$ cat src/rtl/periodic_token_bucket_limiter_defines.svh
// Assertion macros shared by the token bucket limiter RTL.
`ifndef PERIODIC_TOKEN_BUCKET_LIMITER_DEFINES_SVH
`define PERIODIC_TOKEN_BUCKET_LIMITER_DEFINES_SVH

// Same-cycle implication, disabled while reset is high.
`define PTBL_ASSERT_NOW(label, clk, rst, ante, cons, msg) \
   label: assert property (@(posedge clk) disable iff (rst) (ante) |-> (cons)) \
      else $error(msg);

// Next-cycle implication, disabled while reset is high.
`define PTBL_ASSERT_NEXT(label, clk, rst, ante, cons, msg) \
   label: assert property (@(posedge clk) disable iff (rst) (ante) |=> (cons)) \
      else $error(msg);

`endif

$ cat src/rtl/ptbl_pkg.sv
// Package: types and constants of the token bucket limiter.
`default_nettype none

package ptbl_pkg;

   localparam int TOKEN_WIDTH_DEFAULT  = 32;
   localparam int PERIOD_WIDTH_DEFAULT = 24;
   localparam int REFILL_PERIOD_RESET  = 1000;

   localparam int CSR_INDEX_WIDTH = 8;
   localparam logic [CSR_INDEX_WIDTH-1:0] CSR_BUCKET_CAPACITY = 8'd0;
   localparam logic [CSR_INDEX_WIDTH-1:0] CSR_REFILL_PERIOD   = 8'd1;

   localparam logic FUNC_TICK    = 1'b0;
   localparam logic FUNC_REQUEST = 1'b1;

   typedef enum logic [2:0] {
      ST_IDLE    = 3'd0,
      ST_WAITING = 3'd1,
      ST_DONE    = 3'd2,
      ST_BUSY    = 3'd3,
      ST_ZEROCAP = 3'd4
   } status_type;

endpackage

`default_nettype wire

$ cat src/rtl/ptbl_engine.sv
// Bucket state registers and the per-word update logic.
`default_nettype none

`include "periodic_token_bucket_limiter_defines.svh"

module ptbl_engine #(
   parameter int TOKEN_WIDTH  = ptbl_pkg::TOKEN_WIDTH_DEFAULT,
   parameter int PERIOD_WIDTH = ptbl_pkg::PERIOD_WIDTH_DEFAULT
) (
   input  wire logic                    clock,
   input  wire logic                    reset,
   input  wire logic                    fire,
   input  wire logic                    func,
   input  wire logic [TOKEN_WIDTH-1:0]  amount,
   input  wire logic [TOKEN_WIDTH-1:0]  capacity,
   input  wire logic [PERIOD_WIDTH-1:0] period,
   output ptbl_pkg::status_type         status_o,
   output logic      [TOKEN_WIDTH-1:0]  level_o,
   output logic      [TOKEN_WIDTH-1:0]  owed_o
);
   import ptbl_pkg::*;

   logic [TOKEN_WIDTH-1:0]  level_ff, level_in;
   logic [TOKEN_WIDTH-1:0]  owed_ff, owed_in;
   logic [PERIOD_WIDTH-1:0] counter_ff, counter_in;
   logic                    pend_ff, pend_in;

   logic [PERIOD_WIDTH-1:0] cnt_inc;
   logic [TOKEN_WIDTH-1:0]  level_a, owed_a, chunk;
   logic                    pend_a, try_serve;
   status_type              status;

   always_comb begin
      cnt_inc    = counter_ff + PERIOD_WIDTH'(1);
      level_a    = level_ff;
      owed_a     = owed_ff;
      pend_a     = pend_ff;
      counter_in = counter_ff;
      status     = ST_IDLE;
      try_serve  = 1'b0;

      // Stage one: tick / request decode.
      if (func == FUNC_TICK) begin
         if (cnt_inc >= period) begin
            level_a    = capacity;   // refill sets, never adds
            counter_in = '0;
         end else begin
            counter_in = cnt_inc;
         end
         status    = pend_ff ? ST_WAITING : ST_IDLE;
         try_serve = pend_ff;
      end else if (pend_ff) begin
         status = ST_BUSY;
      end else if (amount == '0) begin
         status = ST_DONE;
      end else if (capacity == '0) begin
         status = ST_ZEROCAP;
      end else begin
         pend_a    = 1'b1;
         owed_a    = amount;
         status    = ST_WAITING;
         try_serve = 1'b1;
      end

      // Stage two: at most one chunk of min(owed, capacity).
      chunk    = (owed_a < capacity) ? owed_a : capacity;
      level_in = level_a;
      owed_in  = owed_a;
      pend_in  = pend_a;
      if (try_serve) begin
         if (level_a >= chunk) begin
            level_in = level_a - chunk;
            owed_in  = owed_a - chunk;
         end
         if (owed_in == '0) begin
            pend_in = 1'b0;
            status  = ST_DONE;
         end
      end
      if (!pend_in) begin
         owed_in = '0;
      end
   end

   always_ff @(posedge clock) begin
      if (reset) begin
         level_ff   <= '0;
         owed_ff    <= '0;
         counter_ff <= '0;
         pend_ff    <= 1'b0;
      end else if (fire) begin
         level_ff   <= level_in;
         owed_ff    <= owed_in;
         counter_ff <= counter_in;
         pend_ff    <= pend_in;
      end
   end

   assign status_o = status;
   assign level_o  = level_in;
   assign owed_o   = owed_in;

   `PTBL_ASSERT_NOW(a_owed_needs_pending, clock, reset, owed_ff != '0, pend_ff, "owed without pending request")
   `PTBL_ASSERT_NEXT(a_level_grows_on_tick_only, clock, reset, !(fire && func == FUNC_TICK), level_ff <= $past(level_ff), "bucket grew without a tick")
   `PTBL_ASSERT_NEXT(a_owed_never_grows, clock, reset, pend_ff, owed_ff <= $past(owed_ff), "owed grew while pending")

endmodule

`default_nettype wire

$ cat src/rtl/periodic_token_bucket_limiter.sv
// Top level of the periodic token bucket rate limiter.
//
//   channel | direction | handshake            | payload
//   req_    | in        | req_valid/req_stall  | func, request_amount
//   rsp_    | out       | rsp_valid/rsp_stall  | status, tokens_held, tokens_owed
//   csr_    | in        | csr_valid/csr_ready  | csr_index, csr_data
//
// One word in, one word out, one word per cycle sustained while rsp_stall is low.
// Each word passes the input register, then the bucket update into the result register.
// The throughput limit is the single compare/subtract pass on bucket state per word.
// A word moves out of the input register only when the result register is free or drains.
// Synchronous active-high reset empties the bucket and clears the pending request.
// csr_ready is always high; registers take effect for the next word processed.
`default_nettype none

`include "periodic_token_bucket_limiter_defines.svh"

module periodic_token_bucket_limiter #(
   parameter int TOKEN_WIDTH  = ptbl_pkg::TOKEN_WIDTH_DEFAULT,
   parameter int PERIOD_WIDTH = ptbl_pkg::PERIOD_WIDTH_DEFAULT
) (
   input  wire logic                                  clock,
   input  wire logic                                  reset,
   // request channel
   input  wire logic                                  req_valid,
   output logic                                       req_stall,
   input  wire logic                                  req_func,
   input  wire logic [TOKEN_WIDTH-1:0]                req_request_amount,
   // result channel
   output logic                                       rsp_valid,
   input  wire logic                                  rsp_stall,
   output logic [2:0]                                 rsp_status,
   output logic [TOKEN_WIDTH-1:0]                     rsp_tokens_held,
   output logic [TOKEN_WIDTH-1:0]                     rsp_tokens_owed,
   // register write channel
   input  wire logic                                  csr_valid,
   output logic                                       csr_ready,
   input  wire logic [ptbl_pkg::CSR_INDEX_WIDTH-1:0]  csr_index,
   input  wire logic [(TOKEN_WIDTH > PERIOD_WIDTH ? TOKEN_WIDTH : PERIOD_WIDTH)-1:0] csr_data
);
   import ptbl_pkg::*;

   // Configuration registers
   logic [TOKEN_WIDTH-1:0]  capacity_ff;
   logic [PERIOD_WIDTH-1:0] period_ff;

   // Input register
   logic                    s1_valid_ff, s1_valid_in;
   logic                    s1_func_ff;
   logic [TOKEN_WIDTH-1:0]  s1_amount_ff;

   // Result register
   logic                    rsp_valid_ff, rsp_valid_in;
   status_type              rsp_status_ff;
   logic [TOKEN_WIDTH-1:0]  rsp_held_ff, rsp_owed_ff;

   // Engine outputs
   status_type              eng_status;
   logic [TOKEN_WIDTH-1:0]  eng_level, eng_owed;

   logic                    advance, req_take;

   // A buffered word proceeds when the result slot is empty or being taken.
   assign advance   = s1_valid_ff && (!rsp_valid_ff || !rsp_stall);
   assign req_stall = s1_valid_ff && !advance;
   assign req_take  = req_valid && !req_stall;
   assign csr_ready = 1'b1;

   always_comb begin
      s1_valid_in = s1_valid_ff;
      if (req_take) begin
         s1_valid_in = 1'b1;
      end else if (advance) begin
         s1_valid_in = 1'b0;
      end
      rsp_valid_in = rsp_valid_ff;
      if (advance) begin
         rsp_valid_in = 1'b1;
      end else if (!rsp_stall) begin
         rsp_valid_in = 1'b0;
      end
   end

   // Control state
   always_ff @(posedge clock) begin
      if (reset) begin
         s1_valid_ff  <= 1'b0;
         rsp_valid_ff <= 1'b0;
         capacity_ff  <= '0;
         period_ff    <= PERIOD_WIDTH'(REFILL_PERIOD_RESET);
      end else begin
         s1_valid_ff  <= s1_valid_in;
         rsp_valid_ff <= rsp_valid_in;
         if (csr_valid && csr_ready) begin
            case (csr_index)
               CSR_BUCKET_CAPACITY: capacity_ff <= csr_data[TOKEN_WIDTH-1:0];
               CSR_REFILL_PERIOD:   period_ff   <= csr_data[PERIOD_WIDTH-1:0];
               default: ;   // unmapped index, dropped
            endcase
         end
      end
   end

   // Payload registers, no reset
   always_ff @(posedge clock) begin
      if (req_take) begin
         s1_func_ff   <= req_func;
         s1_amount_ff <= req_request_amount;
      end
      if (advance) begin
         rsp_status_ff <= eng_status;
         rsp_held_ff   <= eng_level;
         rsp_owed_ff   <= eng_owed;
      end
   end

   ptbl_engine #(
      .TOKEN_WIDTH  (TOKEN_WIDTH),
      .PERIOD_WIDTH (PERIOD_WIDTH)
   ) u_engine (
      .clock    (clock),
      .reset    (reset),
      .fire     (advance),
      .func     (s1_func_ff),
      .amount   (s1_amount_ff),
      .capacity (capacity_ff),
      .period   (period_ff),
      .status_o (eng_status),
      .level_o  (eng_level),
      .owed_o   (eng_owed)
   );

   assign rsp_valid       = rsp_valid_ff;
   assign rsp_status      = rsp_status_ff;
   assign rsp_tokens_held = rsp_held_ff;
   assign rsp_tokens_owed = rsp_owed_ff;

   `PTBL_ASSERT_NOW(a_done_owes_nothing, clock, reset, rsp_valid_ff && rsp_status_ff == ST_DONE, rsp_owed_ff == '0, "completed word still owes tokens")
   `PTBL_ASSERT_NOW(a_waiting_owes, clock, reset, rsp_valid_ff && rsp_status_ff == ST_WAITING, rsp_owed_ff != '0, "waiting word owes nothing")
   `PTBL_ASSERT_NOW(a_idle_owes_nothing, clock, reset, rsp_valid_ff && rsp_status_ff == ST_IDLE, rsp_owed_ff == '0, "idle word owes tokens")

endmodule

`default_nettype wire
$ cat config.mk
export PLATFORM = sky130hd
export DESIGN_NAME = periodic_token_bucket_limiter
export DESIGN_NICKNAME = d
export VERILOG_FILES = /design/src/rtl/ptbl_pkg.sv /design/src/rtl/ptbl_engine.sv /design/src/rtl/periodic_token_bucket_limiter.sv
export VERILOG_INCLUDE_DIRS = /design/src /design/src/rtl
export SDC_FILE = /design/constraint.sdc
export NUM_CORES = 1
export LEC_CHECK = 0
export BUFFER_PORTS_ARGS = -buffer_cell sky130_fd_sc_hd__buf_2
export CORE_MARGIN = 4
export CORE_UTILIZATION = 50
export CTS_CLUSTER_SIZE = 16
export DETAILED_ROUTE_END_ITERATION = 10
export PLACE_DENSITY = 0.69
export SYNTH_ARGS = -nofsm -noshare
export SYNTH_HDL_FRONTEND = slang
export SYNTH_SLANG_ARGS = --single-unit
$ cat constraint.sdc
create_clock -name clock -period 12.07 [get_ports clock]
set_input_delay 1.207 -clock clock [delete_from_list [all_inputs] [get_ports clock]]
set_output_delay 1.207 -clock clock [all_outputs]
set_load 0.02 [all_outputs]
==> reports/metrics.cfg <==
[clock_network]
post_cts_resized=0
clockBufferDepth=3
numCtsBuffers=29
cts_root_buffer=clkbuf_16
htreeDepth=1
clk_pin_slew_ns=0.06
worstSkewPairLatency_ns=0.60
cts_num_sinks=247
cts_setup_buffers=0
cts_hold_buf=0
cts_tree=yes

[power_and_ir_drop]
vdd_ir_drop_max_v=0.000118
power_density_nw_per_um2=127
p_leak_nw=8.01

[layout]
layout-drive-gt1-share_pct=12.4
multi_input_area_um2=10800
area_growth_pct=11.9
antenna_cells=0
final_cell_mix=nand2_1, a21oi_1, nor2_1
nets=2478
stdcell_area_um2=19700
ff_latch_area_um2=5950
fill_cells=3244
layout_commonest_cell=nand2_1

[logic_synthesis]
ys_warn_count=0
synth_seq_cells=247
synth.avg_cell_area_um2=7.93
netlist_area_um2=17600
yosysSeqAreaShare_pct=33.8
synth_edf_count=100
synthArstFlopShare_pct=0
synth.net_count=2389
syn_inst=2218
synth_flop_cell=dfxtp_1
synth.distinct_cells=95

[setup_path]
crit_fanout=29
crit_path_frequent_cell=buf_4
path_class=reg -> reg
max_stage_delay_ns=0.63
cp-end-kind=flip-flop
arrival_ns=11.23
cpMaxStageDelayCell=nor4_1
crit_path_start_kind=flip-flop
required_ns=12.39

[route]
finalWirelength_um=66400
drtIter0Drc=1687
route.vias.total=17500
post-route-drc-count=0
ant_nets=0
wl_per_cell_um=23.9
routed_via_density=6.29
first_pass_iters=6

[die]
rows=68
initial_core_util_pct=50.8
chipHeight_um=196
core_um2=34600
die_width_um=196
io_pins=148
dieArea_um2=38200

[sta]
hold_ws_ns=0.456
max_slew_margin_pct=25.0
finalCritPeriodShare_pct=90.4
slew_viol_final=0
grt_setup_unrepaired=no
tns_ns=0
setup_viol=0
finalClockSkew_ns=0.0229
max_clock_freq_ghz=0.0916
hold_viol_final=0
period_needed_ns=10.92
tightest_slew_ns=1.12

[global_routing]
grt_usage_pct=33.3
grt_pass1_vias=16700
grt_start_max_net_pins=52
grt.overflow.total=0
grt_pass1_wl_um=99600
antenna_found_initial=0

[job]
maxCapViolCount=0

[placed_design]
dpl_cell_area_um2=18700
dpl.hpwl_um=51200
gp_congestion=0.980
io_buffers=146

[worst_hold_path]
hold_class=reg -> reg

[run_status]
status=completed

==> synth_stat cells, types with 12 or more instances <==
| library cell | instances | area, um^2 |
|---|---|---|
| edfxtp_1 | 100 | 3000 |
| and3_1 | 26 | 163 |
| nor2b_1 | 48 | 300 |
| o211ai_1 | 19 | 143 |
| nor2_1 | 201 | 754 |
| xnor2_1 | 56 | 490 |
| nand2_1 | 343 | 1290 |
| clkbuf_1 | 90 | 338 |
| mux2i_1 | 43 | 430 |
| nand3_1 | 39 | 195 |
| a21o_1 | 32 | 240 |
| maj3_1 | 19 | 190 |
| buf_2 | 14 | 70.1 |
| buf_1 | 12 | 45.0 |
| or2_2 | 13 | 81.3 |
| ha_1 | 91 | 1140 |
| a22o_1 | 24 | 210 |
| a22oi_1 | 15 | 113 |
| nor3_1 | 38 | 190 |
| nor4_1 | 28 | 175 |
| a211oi_1 | 29 | 218 |
| inv_1 | 99 | 372 |
| dfxtp_1 | 147 | 2940 |
| nand4_1 | 26 | 163 |
| a31oi_1 | 18 | 113 |
| nand2b_1 | 24 | 150 |
| xor2_1 | 40 | 350 |
| a21oi_1 | 205 | 1030 |
| mux2_2 | 14 | 158 |
| o21ai_0 | 159 | 796 |
==> final timing paths <==
kind,cells past startpoint,end,from,slack [ns]
worst max register to register,32,rsp_tokens_owed[9],s1_amount_ff[8],1.15
worst min-delay path,2,period_ff[10],period_ff[10],0.46
worst max-delay path,32,rsp_tokens_owed[9],s1_amount_ff[8],1.15
worst min register to register,2,period_ff[10],period_ff[10],0.46
==> registers in the layout, indices dropped and copies added, names as in the netlist <==
register / count
capacity_ff: 32
period_ff: 24
rsp_status: 3
rsp_tokens_held: 32
rsp_tokens_owed: 32
rsp_valid: 1
s1_amount_ff: 32
s1_func_ff: 1
s1_valid_ff: 1
u_engine.counter_ff: 24
u_engine.level_ff: 32
u_engine.owed_ff: 32
u_engine.pend_ff: 1
==> layer usage <==
metal	up-vias	wire length [um]	GRT usage, %
met1	8309	28700	47.5
met2	901	28600	51.3
met5	-	0	0
li1	8159	-	-
met3	134	6900	6.49
met4	0	2250	10.0
==> logic make-up after synthesis <==
kind of cell / share of synthesized area, %
flops: 33.8
fa+ha+maj: 7.79
xor+xnor: 4.78
buf+inv: 5.05
mux: 3.71
compound gates: 23.3
other cells: 0.0213
simple gates: 21.5
==> through the flow <==
stage / std cells / worst slack [ns] / util (%) / total power, mW
detailed placement: 2731 / 1.42 / 53.9 / 1.58
CTS: 2784 / 1.41 / 56.8 / 2.49
floorplan: 2218 / 2.62 / - / 1.38
global placement: 2731 / 1.65 / 53.9 / 1.58
global route: 2784 / 0.767 / 56.8 / 2.58
finish: 2784 / 1.15 / 56.8 / 2.50
==> layout make-up <==
cell class                 instances  area share [%]
tap                              455            2.89
multi-input combinational       1746            54.8
timing repair buffer             179            4.99
inverter                         104            2.00
clock buffer                      41            4.39
sequential                       247            30.2
clock inverter                    12           0.700
==> worst max-delay path, delay by kind of cell (launching register included) <==
kind,cells,cell delay (ns)
AOI/OAI and AO/OA,16,5.16
and+or+nand+nor,7,1.79
buffers and inverters,5,1.53
adders and majority gates,3,1.16
DFF,1,0.52
muxes,1,0.39
==> where the power goes <==
part / internal [mW] / switching (mW)
clock network: 0.543 / 0.376
logic: 0.232 / 0.447
registers: 0.888 / 0.0126
total: 1.66 / 0.835
No activity file was read; power rests on OpenSTA's default activity.
